===== src/hdl/ssfe_pkg.sv =====
`timescale 1ns / 1ps
// ----------------------------------------------------------------------------
// ssfe_pkg
// Shared types, operation codes and segment tables of the frame encoder.
// ----------------------------------------------------------------------------
package ssfe_pkg;

   localparam int QueueDepth = 2;

   localparam logic [2:0] OP_NUM_ALL   = 3'd0;
   localparam logic [2:0] OP_NUM_UPPER = 3'd1;
   localparam logic [2:0] OP_NUM_LOWER = 3'd2;
   localparam logic [2:0] OP_TXT_UPPER = 3'd3;
   localparam logic [2:0] OP_TXT_LOWER = 3'd4;

   // reciprocal of ten, scaled by 2^35, exact for any 32-bit value
   localparam logic [31:0] RECIP_TEN  = 32'hCCCCCCCD;
   localparam int          RECIP_SHIFT = 35;

   typedef struct packed {
      logic             text;
      logic             all_digits;
      logic             upper;
      logic [31:0]      num;
      logic [3:0][7:0]  chars;   // index 3 is the rightmost character
   } entry_type;

   function automatic logic [7:0] digit_seg(input logic [3:0] d);
      logic [7:0] s;
      case (d)
         4'd0:    s = 8'hFC;
         4'd1:    s = 8'h60;
         4'd2:    s = 8'hDA;
         4'd3:    s = 8'hF2;
         4'd4:    s = 8'h66;
         4'd5:    s = 8'hB6;
         4'd6:    s = 8'hBE;
         4'd7:    s = 8'hE0;
         4'd8:    s = 8'hFE;
         4'd9:    s = 8'hF6;
         default: s = 8'h00;
      endcase
      return s;
   endfunction

   function automatic logic [7:0] letter_seg(input logic [7:0] ch);
      logic [7:0] s;
      case (ch)
         8'h30:   s = 8'hFC;   // '0'
         8'h31:   s = 8'h60;
         8'h32:   s = 8'hDA;
         8'h33:   s = 8'hF2;
         8'h34:   s = 8'h66;
         8'h35:   s = 8'hB6;
         8'h36:   s = 8'hBE;
         8'h37:   s = 8'hE0;
         8'h38:   s = 8'hFE;
         8'h39:   s = 8'hF6;   // '9'
         8'h41:   s = 8'hEE;   // 'A'
         8'h42:   s = 8'h3E;
         8'h43:   s = 8'h9C;
         8'h44:   s = 8'h7A;
         8'h45:   s = 8'h9E;
         8'h46:   s = 8'h8E;   // 'F'
         8'h4C:   s = 8'h1C;   // 'L'
         8'h4E:   s = 8'hEC;   // 'N'
         8'h4F:   s = 8'hFC;   // 'O'
         8'h50:   s = 8'hCE;   // 'P'
         8'h52:   s = 8'h0A;   // 'R'
         8'h53:   s = 8'hB6;   // 'S'
         8'h54:   s = 8'h1E;   // 'T'
         8'h55:   s = 8'h7C;   // 'U'
         default: s = 8'h00;
      endcase
      return s;
   endfunction

endpackage


===== src/hdl/ssfe_front.sv =====
`timescale 1ns / 1ps
// ----------------------------------------------------------------------------
// ssfe_front
// Decodes a display command into a queue entry and drops unused codes.
// ----------------------------------------------------------------------------
module ssfe_front (
   input  logic                 req_valid,
   input  logic [2:0]           req_operation,
   input  logic [31:0]          req_value,
   input  logic [7:0]           req_text_char0,
   input  logic [7:0]           req_text_char1,
   input  logic [7:0]           req_text_char2,
   input  logic [7:0]           req_text_char3,
   input  logic                 queue_full,
   output logic                 req_stall,
   output logic                 push,
   output ssfe_pkg::entry_type  push_entry
);

   logic op_ok;

   always_comb begin
      push_entry.chars = {req_text_char3, req_text_char2, req_text_char1, req_text_char0};
      push_entry.num   = req_value;
      op_ok            = 1'b1;
      case (req_operation)
         ssfe_pkg::OP_NUM_ALL: begin
            push_entry.text       = 1'b0;
            push_entry.all_digits = 1'b1;
            push_entry.upper      = 1'b0;
         end
         ssfe_pkg::OP_NUM_UPPER: begin
            push_entry.text       = 1'b0;
            push_entry.all_digits = 1'b0;
            push_entry.upper      = 1'b1;
            push_entry.num        = {16'd0, req_value[15:0]};
         end
         ssfe_pkg::OP_NUM_LOWER: begin
            push_entry.text       = 1'b0;
            push_entry.all_digits = 1'b0;
            push_entry.upper      = 1'b0;
            push_entry.num        = {16'd0, req_value[15:0]};
         end
         ssfe_pkg::OP_TXT_UPPER: begin
            push_entry.text       = 1'b1;
            push_entry.all_digits = 1'b0;
            push_entry.upper      = 1'b1;
         end
         ssfe_pkg::OP_TXT_LOWER: begin
            push_entry.text       = 1'b1;
            push_entry.all_digits = 1'b0;
            push_entry.upper      = 1'b0;
         end
         default: begin
            // unused codes give no frame
            push_entry.text       = 1'b0;
            push_entry.all_digits = 1'b0;
            push_entry.upper      = 1'b0;
            op_ok                 = 1'b0;
         end
      endcase
   end

   assign req_stall = queue_full;
   assign push      = req_valid & ~queue_full & op_ok;

endmodule


===== config.mk =====
export PLATFORM = sky130hd
export DESIGN_NAME = ssfe_front
export DESIGN_NICKNAME = d
export VERILOG_FILES = /design/src/hdl/ssfe_pkg.sv /design/src/hdl/ssfe_front.sv
export SDC_FILE = /design/constraint.sdc
export NUM_CORES = 1
export LEC_CHECK = 0
export BUFFER_PORTS_ARGS = -buffer_cell sky130_fd_sc_hd__buf_2
export CAP_MARGIN = 20
export CORE_MARGIN = 2
export CORE_UTILIZATION = 23
export DETAILED_ROUTE_END_ITERATION = 7
export GPL_TIMING_DRIVEN = 0
export PLACE_DENSITY = 0.84
export SLEW_MARGIN = 20
export SYNTH_ARGS = -nofsm -noshare
export SYNTH_HDL_FRONTEND = slang
export SYNTH_SLANG_ARGS = --single-unit
export TNS_END_PERCENT = 50

===== constraint.sdc =====
create_clock -name vclk -period 0.8
set_input_delay 0.04 -clock vclk [all_inputs]
set_output_delay 0.04 -clock vclk [all_outputs]
set_load 0.01 [all_outputs]

==> flow_summary.ini <==
[outcome]
status = finished with violations
failed_checks = setup timing

[clock_network]
cts_hold_buf = 0

[synthesis]
syn-mean-instance-area_um2 = 7.49
synth_top_area_frac = 0.646
synth_top_cells_by_count = buf_4, a21boi_1, a21boi_0
yosysTopAreaCell = buf_4
syn_inst = 76
yosysSeqAreaShare = 0
synthTopCellsByArea = buf_4, a21boi_1, a21boi_0, xor2_2, a21boi_2
synth_area_um2 = 569
yosysMostFrequentCell = buf_4
ys_types = 14
syn-num-nets = 145
ys.warnings.count = 0

[sta]
maxSlewHeadroom = 0.878
hold_viol = 0
worst_slew_pin_slew_ns = 0.183
fmax_mhz = 1240
slew_violations = 0
rsz0062_at_grt = yes
period_share = 1.01
post-route-min-period_ns = 0.807
setup_slack_ns = -0.00660
setup_viol = 2

[cells_and_area]
seq_cell_count = 0
multi_input_comb_area_um2 = 245
num-fill-cells = 233
areaGrowthSynthToFinish_pct = 111
nClkBuffers = 0
drive_gt1_frac = 0.952
diodes = 0
fin_util = 0.498
final-instance-count-excl-fill = 198
seq_area_um2 = 0
nNetsFinal = 239

[power]
power_leakage_uw = 0.000724
p_comb_frac = 1.000
seqPwrFrac = 0
switching_share = 0.409
p_clk_frac = 0
p_int_uw = 442
p_sw_uw = 306
ir_worst_vdd_mv = 0.313
cellPowerDensity_mw_per_mm2 = 624

[route]
drc = 0
wire_per_inst_um = 9.28
drtIter0Drc = 5
antenna_left = 0
avgViaCountPerCell = 4.03
dr.pass1.iters = 4
vias = 798
wl_mm = 1.84

[global_routing]
overflow = 0
grt_pass1_wl_mm = 1.99
grt_pass1_vias = 544
grt_max_degree = 17
groute.usage.overall = 0.0868
antenna_found_initial = 0

[critical_path]
endpoint_kind = primary output
crit_type = in -> out
start_kind = primary input
cp_data_required_time_ns = 0.76
critPathLaunch = req_operation[1]
arrival_ns = 0.77
path_max_fanout = 8

[die]
num_io_pins = 138
placementRows = 18
die_w_um = 53.8
start_util = 0.236
die_y_um = 53.8
die_area_mm2 = 0.00289
core_mm2 = 0.00241

[worst_hold_path]
hp-class = in -> out
min_from = req_text_char1[7]

[place]
io_buffers = 90
dp_worst_setup_slack_ns = -0.206
placedCellCount = 196
hpwl_mm = 1.57
gp_congestion = 0.636

[run]
maxCapViolCount = 0
-- repair_timing --
action                     CTS  global route
resized for setup           11            24
gates cloned                 0             1
setup endpoints to repair   11            17
pin swaps                    1            16
buffers inserted             1             1
-- worst max-delay path, stage by stage --
cell and delay (ns):
buf_12 0.11, xor2_4 0.19, clkbuf_16 0.17, a21boi_1 0.11, buf_2 0.14
-- final timing paths --
| path | endpoint | slack (ns) | depth (start not counted) |
|---|---|---|---|
| worst max-delay path | push_entry[55] | -0.007 | 5 |
| worst min-delay path | push_entry[15] | 0.26 | 2 |
-- cells by family (layout without fill, tap and decap cells) --
group | count (synthesis) | in the layout | share of synthesized area
simple gates | 5 | 5 | 0.0571
xor+xnor | 1 | 1 | 0.0286
buf+inv | 52 | 144 | 0.679
compound gates | 18 | 18 | 0.235
-- routing by layer --
layer  vias to the layer above  global-route usage  wire [µm]
met2                        76               0.213       1040
met1                       341              0.0727        494
met4                         0                   0          0
li1                        381                   -          -
met3                         0             0.00556        301
met5                         -                   0          0
-- power groups by stage --
| stage | logic [µW] | clock network (µW) | registers [µW] |
|---|---|---|---|
| final | 749 | 0 | 0 |
| after global placement | 632 | 0 | 0 |
| after floorplan | 388 | 0 | 0 |
| after CTS | 673 | 0 | 0 |
| after global routing | 811 | 0 | 0 |
| after detailed placement | 640 | 0 | 0 |
-- cells in the final DEF (no fill, tap or decap) --
cell type / count
clkinvlp_4: 1
buf_12: 2
buf_4: 50
a21boi_1: 2
nor2b_1: 1
nor3_1: 1
xor2_4: 1
o21ai_0: 1
or3b_4: 1
nand2_1: 1
a21boi_2: 14
buf_2: 87
and3b_1: 1
o21ai_1: 1
clkbuf_16: 1
buf_6: 3
-- layout make-up --
| class | instances | share of cell area |
|---|---|---|
| multi-input combinational | 24 | 0.204 |
| timing repair buffer | 93 | 0.442 |
| buffer | 50 | 0.316 |
| inverter | 1 | 0.00626 |
| tap | 30 | 0.0313 |
-- metrics by stage --
| step | power, µW | hold WS [ns] | setup TNS, ns | cell area [µm²] |
|---|---|---|---|---|
| 2_1_floorplan | 388 | 0.126 | 0 | 569 |
| 3_5_place_dp | 640 | 0.264 | -1.96 | 1060 |
| 5_1_grt | 811 | 0.266 | -0.269 | 1200 |
| 4_1_cts | 673 | 0.264 | -0.153 | 1100 |
| 6_report | 749 | 0.262 | -0.0111 | 1200 |
| 3_3_place_gp | 632 | 0.263 | -1.86 | 1060 |
No activity file was read; power rests on OpenSTA's default activity.
