### config.mk
export PLATFORM = sky130hd
export DESIGN_NAME = ssfe_queue
export DESIGN_NICKNAME = d
export VERILOG_FILES = /design/src/hdl/ssfe_pkg.sv /design/src/hdl/ssfe_queue.sv
export SDC_FILE = /design/constraint.sdc
export NUM_CORES = 1
export LEC_CHECK = 0
export BUFFER_PORTS_ARGS = -buffer_cell sky130_fd_sc_hd__buf_2
export CAP_MARGIN = 10
export CORE_UTILIZATION = 32
export DETAILED_ROUTE_END_ITERATION = 12
export GPL_ROUTABILITY_DRIVEN = 0
export MAX_ROUTING_LAYER = met4
export PLACE_DENSITY = 0.54
export RECOVER_POWER = 50
export SLEW_MARGIN = 20
export SYNTH_ARGS = -nofsm -noshare
export SYNTH_HDL_FRONTEND = slang
export SYNTH_SLANG_ARGS = --single-unit
export TNS_END_PERCENT = 30
### constraint.sdc
create_clock -name clock -period 4.7 [get_ports clock]
set_input_delay 1.175 -clock clock [delete_from_list [all_inputs] [get_ports clock]]
set_output_delay 1.175 -clock clock [all_outputs]
set_load 0.1 [all_outputs]
### src/hdl/ssfe_pkg.sv
`timescale 1ns / 1ps
// ----------------------------------------------------------------------------
// ssfe_pkg
// Shared types, operation codes and segment tables of the frame encoder.
// ----------------------------------------------------------------------------
package ssfe_pkg;

   localparam int QueueDepth = 2;

   localparam logic [2:0] OP_NUM_ALL   = 3'd0;
   localparam logic [2:0] OP_NUM_UPPER = 3'd1;
   localparam logic [2:0] OP_NUM_LOWER = 3'd2;
   localparam logic [2:0] OP_TXT_UPPER = 3'd3;
   localparam logic [2:0] OP_TXT_LOWER = 3'd4;

   // reciprocal of ten, scaled by 2^35, exact for any 32-bit value
   localparam logic [31:0] RECIP_TEN  = 32'hCCCCCCCD;
   localparam int          RECIP_SHIFT = 35;

   typedef struct packed {
      logic             text;
      logic             all_digits;
      logic             upper;
      logic [31:0]      num;
      logic [3:0][7:0]  chars;   // index 3 is the rightmost character
   } entry_type;

   function automatic logic [7:0] digit_seg(input logic [3:0] d);
      logic [7:0] s;
      case (d)
         4'd0:    s = 8'hFC;
         4'd1:    s = 8'h60;
         4'd2:    s = 8'hDA;
         4'd3:    s = 8'hF2;
         4'd4:    s = 8'h66;
         4'd5:    s = 8'hB6;
         4'd6:    s = 8'hBE;
         4'd7:    s = 8'hE0;
         4'd8:    s = 8'hFE;
         4'd9:    s = 8'hF6;
         default: s = 8'h00;
      endcase
      return s;
   endfunction

   function automatic logic [7:0] letter_seg(input logic [7:0] ch);
      logic [7:0] s;
      case (ch)
         8'h30:   s = 8'hFC;   // '0'
         8'h31:   s = 8'h60;
         8'h32:   s = 8'hDA;
         8'h33:   s = 8'hF2;
         8'h34:   s = 8'h66;
         8'h35:   s = 8'hB6;
         8'h36:   s = 8'hBE;
         8'h37:   s = 8'hE0;
         8'h38:   s = 8'hFE;
         8'h39:   s = 8'hF6;   // '9'
         8'h41:   s = 8'hEE;   // 'A'
         8'h42:   s = 8'h3E;
         8'h43:   s = 8'h9C;
         8'h44:   s = 8'h7A;
         8'h45:   s = 8'h9E;
         8'h46:   s = 8'h8E;   // 'F'
         8'h4C:   s = 8'h1C;   // 'L'
         8'h4E:   s = 8'hEC;   // 'N'
         8'h4F:   s = 8'hFC;   // 'O'
         8'h50:   s = 8'hCE;   // 'P'
         8'h52:   s = 8'h0A;   // 'R'
         8'h53:   s = 8'hB6;   // 'S'
         8'h54:   s = 8'h1E;   // 'T'
         8'h55:   s = 8'h7C;   // 'U'
         default: s = 8'h00;
      endcase
      return s;
   endfunction

endpackage

### src/hdl/ssfe_queue.sv
`timescale 1ns / 1ps
// ----------------------------------------------------------------------------
// ssfe_queue
// Small command queue between the decode front and the frame back end.
// ----------------------------------------------------------------------------
module ssfe_queue #(
   parameter int Depth = ssfe_pkg::QueueDepth
) (
   input  logic                 clock,
   input  logic                 reset,
   input  logic                 push,
   input  ssfe_pkg::entry_type  push_entry,
   input  logic                 pop,
   output logic                 full,
   output logic                 head_valid,
   output ssfe_pkg::entry_type  head_entry
);

   localparam int PtrW = (Depth > 1) ? $clog2(Depth) : 1;
   localparam int CntW = $clog2(Depth + 1);
   localparam logic [PtrW-1:0] LastPtr = PtrW'(Depth - 1);
   localparam logic [CntW-1:0] DepthCnt = CntW'(Depth);

   ssfe_pkg::entry_type store_ff [Depth];
   logic [PtrW-1:0] wr_ptr_ff, wr_ptr_in;
   logic [PtrW-1:0] rd_ptr_ff, rd_ptr_in;
   logic [CntW-1:0] count_ff, count_in;

   assign full       = (count_ff == DepthCnt);
   assign head_valid = (count_ff != '0);
   assign head_entry = store_ff[rd_ptr_ff];

   always_comb begin
      wr_ptr_in = wr_ptr_ff;
      rd_ptr_in = rd_ptr_ff;
      count_in  = count_ff;
      if (push) begin
         wr_ptr_in = (wr_ptr_ff == LastPtr) ? '0 : wr_ptr_ff + 1'b1;
      end
      if (pop) begin
         rd_ptr_in = (rd_ptr_ff == LastPtr) ? '0 : rd_ptr_ff + 1'b1;
      end
      if (push && !pop) begin
         count_in = count_ff + 1'b1;
      end else if (pop && !push) begin
         count_in = count_ff - 1'b1;
      end
   end

   always_ff @(posedge clock) begin
      if (reset) begin
         wr_ptr_ff <= '0;
         rd_ptr_ff <= '0;
         count_ff  <= '0;
      end else begin
         wr_ptr_ff <= wr_ptr_in;
         rd_ptr_ff <= rd_ptr_in;
         count_ff  <= count_in;
      end
   end

   always_ff @(posedge clock) begin
      if (push) begin
         store_ff[wr_ptr_ff] <= push_entry;
      end
   end

endmodule

==> results of run 1 <==
[registers in the layout, summed over array words and instances (netlist names), named ones only]
register,flops
wr_ptr_ff,1
store_ff,134
count_ff,2
rd_ptr_ff,1
[metrics by stage]
stage,cell area [µm²],worst slack (ns),power (mW),hold slack [ns]
after global routing,6780,1.29,3.92,0.542
after detailed placement,6120,1.82,2.28,0.497
after global placement,6120,1.83,2.27,0.473
final,6780,1.42,3.80,0.506
after floorplan,5160,0.0820,2.15,0.457
after CTS,6810,1.36,3.85,0.505
[routing by layer]
metal	share of wire (%)	wire length [µm]
met4	2.0	187
met3	6.6	607
met1	43	3990
met5	0	0
met2	48	4430
[worst max-delay path, cell delays in order (launching register included)]
cell and delay [ns]:
dfxtp_4 0.67, buf_12 0.33, mux2_2 0.37, buf_2 0.29
[synthesized netlist by cell type (2+ instances only)]
| cell | number | area, µm² |
|---|---|---|
| mux2_4 | 30 | 450 |
| buf_6 | 3 | 33.8 |
| buf_2 | 3 | 15.0 |
| edfxtp_1 | 134 | 4020 |
| nor2_1 | 4 | 15.0 |
| xnor2_1 | 2 | 17.5 |
| dfxtp_1 | 5 | 100 |
| mux2_2 | 37 | 417 |
| xor2_1 | 2 | 17.5 |
[final cells by class]
cell class,count,share of cell area (%)
clock buffers,17,6.28
clock inverters,15,3.97
inverters,1,0.0554
multi-input cells,83,14.5
flip-flops and latches,139,60.9
well taps,216,3.99
repair buffers,141,10.3
[final timing paths]
kind / to / slack (ns) / depth (start not counted)
hold / removal: count_ff[1] / 0.51 / 2
setup reg to reg: store_ff[1][58] / 2.52 / 1
hold reg to reg: count_ff[1] / 0.51 / 2
setup / recovery: head_entry[9] / 1.42 / 3
[logic make-up (layout without fill, tap and decap cells)]
kind of cell	after synthesis	in the layout	synth area share [%]
flops	139	139	80.0
compound gates	2	2	0.194
fa+ha+maj	1	1	0.243
buf+inv	8	174	1.16
mux	67	67	16.8
simple gates	9	9	0.922
xor+xnor	4	4	0.680
[power groups by stage]
stage | Clock, mW | Sequential [mW] | Combinational [mW]
3_3_place_gp | 0 | 1.50 | 0.767
3_5_place_dp | 0 | 1.51 | 0.771
4_1_cts | 1.60 | 1.48 | 0.772
5_1_grt | 1.65 | 1.49 | 0.787
6_report | 1.56 | 1.48 | 0.760
2_1_floorplan | 0 | 1.49 | 0.659
==> results_dict.tcl, run 1 <==
set metrics [dict create \
    violations "DRC, capacitance limit, slew limit" \
    netlist_area_mm2 0.00516 \
    crit_fanout 36 \
    setup_viol 0 \
    via_per_inst 4.22 \
    cp.arrival_ns 2.11 \
    dp_cells 580 \
    antenna_found_initial 0 \
    ios 140 \
    final_layout_size_suffix_gt1_share_pct 53.8 \
    grt_pass1_vias 2732 \
    grt_usage_pct 11.9 \
    syn_to_final_growth_pct 31.4 \
    drtIter0Drc 116 \
    hpwl_um 5810 \
    regArea_mm2 0.00413 \
    hold_path_class "reg2reg" \
    cp-start-kind "flip-flop" \
    use_met3_pct 4.45 \
    wirelength_um 9220 \
    slew_violations 68 \
    p_sw_share_pct 30.2 \
    power.share.clock_pct 41.1 \
    grt_max_degree 68 \
    clk_pin_slew_ns 0.06 \
    cts_resized 0 \
    final_common_cell "edfxtp_1" \
    grt-busiest-layer "met2" \
    fin_crit_sh_pct 69.8 \
    seqPwrFrac_pct 38.9 \
    yosysSeqAreaShare_pct 80.0 \
    drc_errors 1 \
    rows 46 \
    syn_nets 302 \
    p_int_mw 2.65 \
    htreeDepth 4 \
    grt_use_met2_pct 18.7 \
    multi_input_area_um2 981 \
    tns_ns 0 \
    grt_pass1_wl_um 13800 \
    cts_sinks 139 \
    cellLeakagePower_nw 2.54 \
    combPwrFrac_pct 20.0 \
    finalNonFillerCells 612 \
    synth_edf_count 134 \
    drt-pass1-iter-count 8 \
    hold_start "count_ff[1]" \
    fmax_mhz 305 \
    power.switching_mw 1.15 \
    reg2reg_from "wr_ptr_ff" \
    die_width_um 129 \
    fillers 1458 \
    power.density_mw_per_mm2 560 \
    final_core_util_pct 42.8 \
    synth_ff_type "edfxtp_1" \
    async_reset_ff_share_pct 0 \
    initial_core_util_pct 32.6 \
    cts_setup_buffers 0 \
    avgSynthCellArea_um2 22.4 \
    core_mm2 0.0158 \
    worst_slew_pin_slew_ns 1.71 \
    layout_common_cells "edfxtp_1 (134), buf_2 (109), mux2_2 (37), mux2_4 (30), clkbuf_1 (30)" \
    vdd_drop_max_mv 0.253 \
    ys_seq_elements 139 \
    numCtsBuffers 17 \
    cts_tree "done" \
    io_buffers 139 \
    required_ns 3.52 \
    die_area_mm2 0.0166 \
    clock-root-buffer "clkbuf_16" \
    chipHeight_um 129 \
    slew_headroom_pct -13.9 \
    final_antenna_net_count 0 \
    avgRoutedWirePerCell_um 15.1 \
    grt_overflow_total 0 \
    grt_use_met1_pct 13.0 \
    rsz0062_at_grt "no" \
    synthesis.instances 230 \
    via_count 2585 \
    cts_buffer_depth 2 \
    min_period_ns 3.28 \
    end_kind "primary output" \
    hold_viol_final 0 \
    status "finished, violations left" \
    diodes 0 \
    max_cap_violations 1 \
    ys_types 19 \
    yosys_warnings 0 \
    worstSetupPathType "reg2out" \
    layout.nets 455 \
    clk_latency_ns 0.41 \
    cts-hold-fix-buffers 0 \
    clock_skew_ns 0.00299 \
]
Note: power is estimated with default switching activity, not from simulation.
==> run 2: changes to the inputs <==
--- a/config.mk
+++ b/config.mk
@@ -11,7 +11,7 @@
 export DETAILED_ROUTE_END_ITERATION = 12
 export GPL_ROUTABILITY_DRIVEN = 0
 export MAX_ROUTING_LAYER = met4
-export PLACE_DENSITY = 0.54
+export PLACE_DENSITY = 0.52
 export RECOVER_POWER = 50
 export SLEW_MARGIN = 20
 export SYNTH_ARGS = -nofsm -noshare
==> constraint.sdc (replaced) <==
create_clock -name clock -period 3.2 [get_ports clock]
set_input_delay 0.8 -clock clock [delete_from_list [all_inputs] [get_ports clock]]
set_output_delay 0.8 -clock clock [all_outputs]
set_load 0.1 [all_outputs]
==> run 2 against run 1 <==
The run ends with capacitance limit, slew limit left. Count of clock-buffer cells in the layout is 2 higher. Global-route usage is 0.24 points lower. Combinational power is 49% higher. Critical endpoint is now head_entry[6]. Largest cell class unchanged. Worst hold slack better by 0.014 ns. Register-to-register slack worse by 1.8 ns. Critical path depth stayed put. Total power is 38% higher. Clock power is 24% higher. Die area stayed put.
==> results_dict.tcl, run 2 (synthesized netlist as in run 1, its figures left out) <==
set metrics [dict create \
    drt-pass1-iter-count 6 \
    cp-start-kind "flip-flop" \
    wirelength_um 9050 \
    worstSetupPathType "reg2out" \
    regArea_mm2 0.00413 \
    drtIter0Drc 103 \
    largest_reg_flops 134 \
    grt_use_met2_pct 18.4 \
    io_buffers 139 \
    largest_register "store_ff" \
    clock-root-buffer "clkbuf_16" \
    initial_core_util_pct 32.6 \
    clk_latency_ns 0.41 \
    cts_sinks 139 \
    hold_path_class "reg2reg" \
    setup_viol 0 \
    worst_slew_pin_slew_ns 1.78 \
    clk_pin_slew_ns 0.06 \
    crit_fanout 29 \
    fmax_mhz 371 \
    grt-busiest-layer "met2" \
    setup_slack_ns 0.501 \
    max_cap_violations 1 \
    avgRoutedWirePerCell_um 14.7 \
    fin_crit_sh_pct 84.3 \
    cp.arrival_ns 1.90 \
    slew_headroom_pct -18.4 \
    diodes 0 \
    fillers 1478 \
    hpwl_um 5830 \
    cts_resized 0 \
    violations "capacitance limit, slew limit" \
    layout.nets 458 \
    vdd_drop_max_mv 0.374 \
    antenna_found_initial 0 \
    slew_violations 34 \
    ios 140 \
    grt_pass1_vias 2713 \
    cts_buffer_depth 2 \
    grt_pass1_wl_um 13700 \
    die_area_mm2 0.0166 \
    final_layout_size_suffix_gt1_share_pct 53.4 \
    grt_usage_pct 11.6 \
    multi_input_area_um2 980 \
    min_period_ns 2.70 \
    power.density_mw_per_mm2 779 \
    tns_ns 0 \
    syn_to_final_growth_pct 29.9 \
    rsz0062_at_grt "no" \
    final_common_cell "edfxtp_1" \
    cts_tree "done" \
    via_per_inst 4.24 \
    layout_common_cells "edfxtp_1 (134), buf_2 (111), mux2_2 (37), mux2_4 (30), clkbuf_1 (30)" \
    chipHeight_um 129 \
    core_mm2 0.0158 \
    grt_max_degree 36 \
    status "finished, violations left" \
    largestRegisters "store_ff x134, count_ff x2" \
    use_met3_pct 5.07 \
    dp_slack_ns 0.897 \
    end_kind "primary output" \
    cellLeakagePower_nw 2.51 \
    numCtsBuffers 17 \
    die_width_um 129 \
    htreeDepth 4 \
    hold_viol_final 0 \
    clock_skew_ns 0.00619 \
    grt_overflow_total 0 \
    grt_use_met1_pct 12.8 \
    rows 46 \
    cts_setup_buffers 0 \
    via_count 2610 \
    required_ns 2.40 \
    drc_errors 0 \
    cts-hold-fix-buffers 0 \
    final_antenna_net_count 0 \
]
## run 2: metrics by stage
stage / instances / power [mW] / instance area, µm² / utilization, % / hold slack [ns]
2_1_floorplan: 230 / 3.15 / 5160 / - / 0.457
3_3_place_gp: 583 / 3.34 / 6150 / 38.9 / 0.478
3_5_place_dp: 583 / 3.35 / 6150 / 38.9 / 0.503
4_1_cts: 615 / 5.29 / 6740 / 42.6 / 0.517
5_1_grt: 615 / 5.39 / 6700 / 42.3 / 0.550
6_report: 615 / 5.22 / 6700 / 42.3 / 0.519
## run 2: path summary, 6_finish.rpt
kind         cells after the start  slack, ns         endpoint        start
max                              3       0.50    head_entry[6]    flip-flop
min                              2       0.52      count_ff[1]  count_ff[1]
max reg2reg                      2       0.77  store_ff[1][18]    wr_ptr_ff
min reg2reg                      2       0.52      count_ff[1]  count_ff[1]
## run 2: layer usage
layer	vias up	share of wire [%]	wire length, µm
li1	1223	-	-
met1	1289	43	3920
met2	86	49	4420
met3	12	6.4	582
met4	0	1.3	118
met5	-	0	0
## run 2: report_power, final
part           internal [mW]  total, mW  switching (mW)
registers               2.12       2.16          0.0387
logic                  0.233       1.13           0.895
clock network           1.22       1.93           0.715
## run 2: critical path, stage by stage (launching register included)
cell and delay, ns:
dfxtp_4 0.56, buf_12 0.25, mux2_2 0.37, buf_2 0.29
## run 2: layout make-up
type                    instances  area share, %
clock buffers                  19           6.46
well taps                     216           4.03
inverters                       1         0.0560
multi-input cells              83           14.6
repair buffers                144           11.0
clock inverters                13           2.24
flip-flops and latches        139           61.6
==> run 3: changes to the inputs <==
--- a/config.mk
+++ b/config.mk
@@ -5,13 +5,14 @@
 export SDC_FILE = /design/constraint.sdc
 export NUM_CORES = 1
 export LEC_CHECK = 0
+export ABC_AREA = 1
 export BUFFER_PORTS_ARGS = -buffer_cell sky130_fd_sc_hd__buf_2
 export CAP_MARGIN = 10
 export CORE_UTILIZATION = 32
 export DETAILED_ROUTE_END_ITERATION = 12
 export GPL_ROUTABILITY_DRIVEN = 0
 export MAX_ROUTING_LAYER = met4
-export PLACE_DENSITY = 0.52
+export PLACE_DENSITY = 0.54
 export RECOVER_POWER = 50
 export SLEW_MARGIN = 20
 export SYNTH_ARGS = -nofsm -noshare
==> constraint.sdc (replaced) <==
create_clock -name clock -period 2.17 [get_ports clock]
set_input_delay 0.5425 -clock clock [delete_from_list [all_inputs] [get_ports clock]]
set_output_delay 0.5425 -clock clock [all_outputs]
set_load 0.1 [all_outputs]
==> run 3 against run 2 <==
The flow now finishes without violations. Core utilization grew 4.6 points. Highest routed layer unchanged. Non-clock buffer count grew 9. Worst setup slack lost 0.49 ns. Largest power group unchanged. Clock power grew 37%.
==> results_dict.tcl, run 3 <==
set metrics [dict create \
    status "finished clean" \
    r2r_slack_ns 0.60 \
    highest_layer "met4" \
    worstSetupPathType "reg2out" \
    clock_skew_ns 0.00418 \
    grt_pass1_wl_um 14400 \
    largestRegisters "store_ff x134, count_ff x2" \
    grt_usage_pct 12.5 \
    rows 46 \
    cts_buffer_depth 2 \
    diodes 0 \
    drt-pass1-iter-count 4 \
    cellLeakagePower_nw 2.80 \
    synth_edf_count 134 \
    largest_reg_flops 134 \
    ys_types 17 \
    cts_sinks 139 \
    worst_slew_pin_slew_ns 0.950 \
    io_buffers 139 \
    hpwl_um 6240 \
    multi_input_area_um2 971 \
    syn_nets 313 \
    synthTopCellsByArea "edfxtp_1 (78%), mux2_4 (8.7%), mux2_2 (8.1%), dfxtp_1 (1.9%), inv_1 (0.65%)" \
    yosys_warnings 0 \
    crit_fanout 10 \
    fin_crit_sh_pct 99.7 \
    hold_end "store_ff[1][56]" \
    die_area_mm2 0.0167 \
    wl_met2_um 5080 \
    largest_register "store_ff" \
    die_width_um 129 \
    final_core_util_pct 47.0 \
    synthTopCellsByCount "edfxtp_1 (134), mux2_2 (37), mux2_4 (30)" \
    htreeDepth 4 \
    ff2ff_path_depth 2 \
    finish.instance_area_mm2 0.00743 \
    place_area_mm2 0.00653 \
    hold_start "push_entry[56]" \
    end_kind "primary output" \
    dp_slack_ns 0.234 \
    drtIter0Drc 127 \
    slew_headroom_pct 36.7 \
    tns_ns 0 \
    min_period_ns 2.16 \
    ios 140 \
    regArea_mm2 0.00413 \
    synth_ff_type "edfxtp_1" \
    grt_pass1_vias 2771 \
    power.density_mw_per_mm2 1040 \
    hold_depth 1 \
    reg2reg_to "store_ff[0][22]" \
    fillers 1376 \
    max_cap_violations 0 \
    hold_path_class "in2reg" \
    setup_viol 0 \
    final_layout_size_suffix_gt1_share_pct 50.6 \
    wirelength_um 9820 \
    netlist_area_mm2 0.00517 \
    drc_errors 0 \
    reg2reg_from "wr_ptr_ff" \
    via_per_inst 4.20 \
    clk_pin_slew_ns 0.06 \
    vdd_drop_max_mv 0.544 \
    post-synth-top-count-cell "edfxtp_1" \
    grt_max_degree 46 \
    ys_seq_elements 139 \
    layout.nets 478 \
    met3_length_um 469 \
    async_reset_ff_share_pct 0 \
    wl_met1_um 4100 \
    fmax_mhz 462 \
    initial_core_util_pct 32.7 \
    core_mm2 0.0158 \
    yosys.area.top_type "edfxtp_1" \
    syn_to_final_growth_pct 43.7 \
    required_ns 1.63 \
    antenna_found_initial 0 \
    chipHeight_um 129 \
    final_antenna_net_count 0 \
    grt_overflow_total 0 \
    hold_viol_final 0 \
    final_common_cell "edfxtp_1" \
    cp-start-kind "flip-flop" \
    numCtsBuffers 17 \
    layout_common_cells "edfxtp_1 (134), clkbuf_1 (40), buf_6 (39), mux2_2 (36), buf_2 (34)" \
    slew_violations 0 \
    clk_latency_ns 0.40 \
    avgRoutedWirePerCell_um 15.5 \
    dp_cells 596 \
    cp.arrival_ns 1.62 \
    avgSynthCellArea_um2 21.5 \
    finalNonFillerCells 633 \
    synthesis.instances 241 \
    synth.top_cell.area_share_pct 77.8 \
    cts_tree "done" \
    yosysSeqAreaShare_pct 79.7 \
    rsz0062_at_grt "yes" \
    setup_slack_ns 0.00615 \
    clock-root-buffer "clkbuf_16" \
    via_count 2660 \
    cts-hold-fix-buffers 0 \
]
run 3: critical path: stages (launching register included):
cell and delay, ns:
dfxtp_4 0.38, buf_12 0.14, buf_12 0.15, mux2_2 0.36, buf_8 0.18
run 3: cells by family after synthesis:
| group | after synthesis | share of synthesized area [%] |
|---|---|---|
| flops | 139 | 79.7 |
| mux | 67 | 16.8 |
| buf+inv | 16 | 1.74 |
| simple gates | 15 | 1.18 |
| compound gates | 2 | 0.193 |
| xor+xnor | 1 | 0.169 |
| fa+ha+maj | 1 | 0.242 |
run 3: cell type report:
type                       instances  share of cell area, %
sequential                       139                   55.5
clock buffer                      20                   5.87
inverter                           9                  0.471
timing repair buffer             153                   20.0
multi-input combinational         86                   13.1
clock inverter                    10                   1.38
tap                              216                   3.64
run 3: routing by layer:
| metal | global-route usage [%] | vias to the layer above |
|---|---|---|
| met2 | 19.9 | 89 |
| met3 | 4.00 | 13 |
| met1 | 13.9 | 1294 |
| li1 | - | 1264 |
| met4 | 6.64 | 0 |
| met5 | - | - |
run 3: worst max path at each step:
stage | start | end | slack [ns] | depth (start not counted)
final | flip-flop | head_entry[52] | 0.006 | 4
after global routing | flip-flop | head_entry[53] | -0.05 | 4
after CTS | flip-flop | head_entry[53] | -0.04 | 3
after detailed placement | flip-flop | head_entry[53] | 0.23 | 3
after global placement | flip-flop | head_entry[53] | 0.24 | 3
after floorplan | push | store_ff[1][0] | -0.16 | 2
run 3: timing repair:
item	4_1_cts	5_1_grt
gates resized for setup	77	18
endpoints found under the setup margin	59	30
buffers inserted	2	2
gates cloned	0	3
run 3: report_power, final:
part / internal [mW] / leakage (nW) / total, mW / switching, mW
sequential: 3.11 / 1.30 / 3.15 / 0.0379
clock: 1.66 / 0.270 / 2.65 / 0.994
combinational: 0.612 / 1.23 / 1.92 / 1.31
run 3: metrics by stage:
stage | total power [mW] | hold slack (ns)
floorplan | 4.53 | 0.480
global placement | 4.94 | 0.493
detailed placement | 4.96 | 0.500
CTS | 7.74 | 0.299
global route | 7.99 | 0.294
finish | 7.72 | 0.323
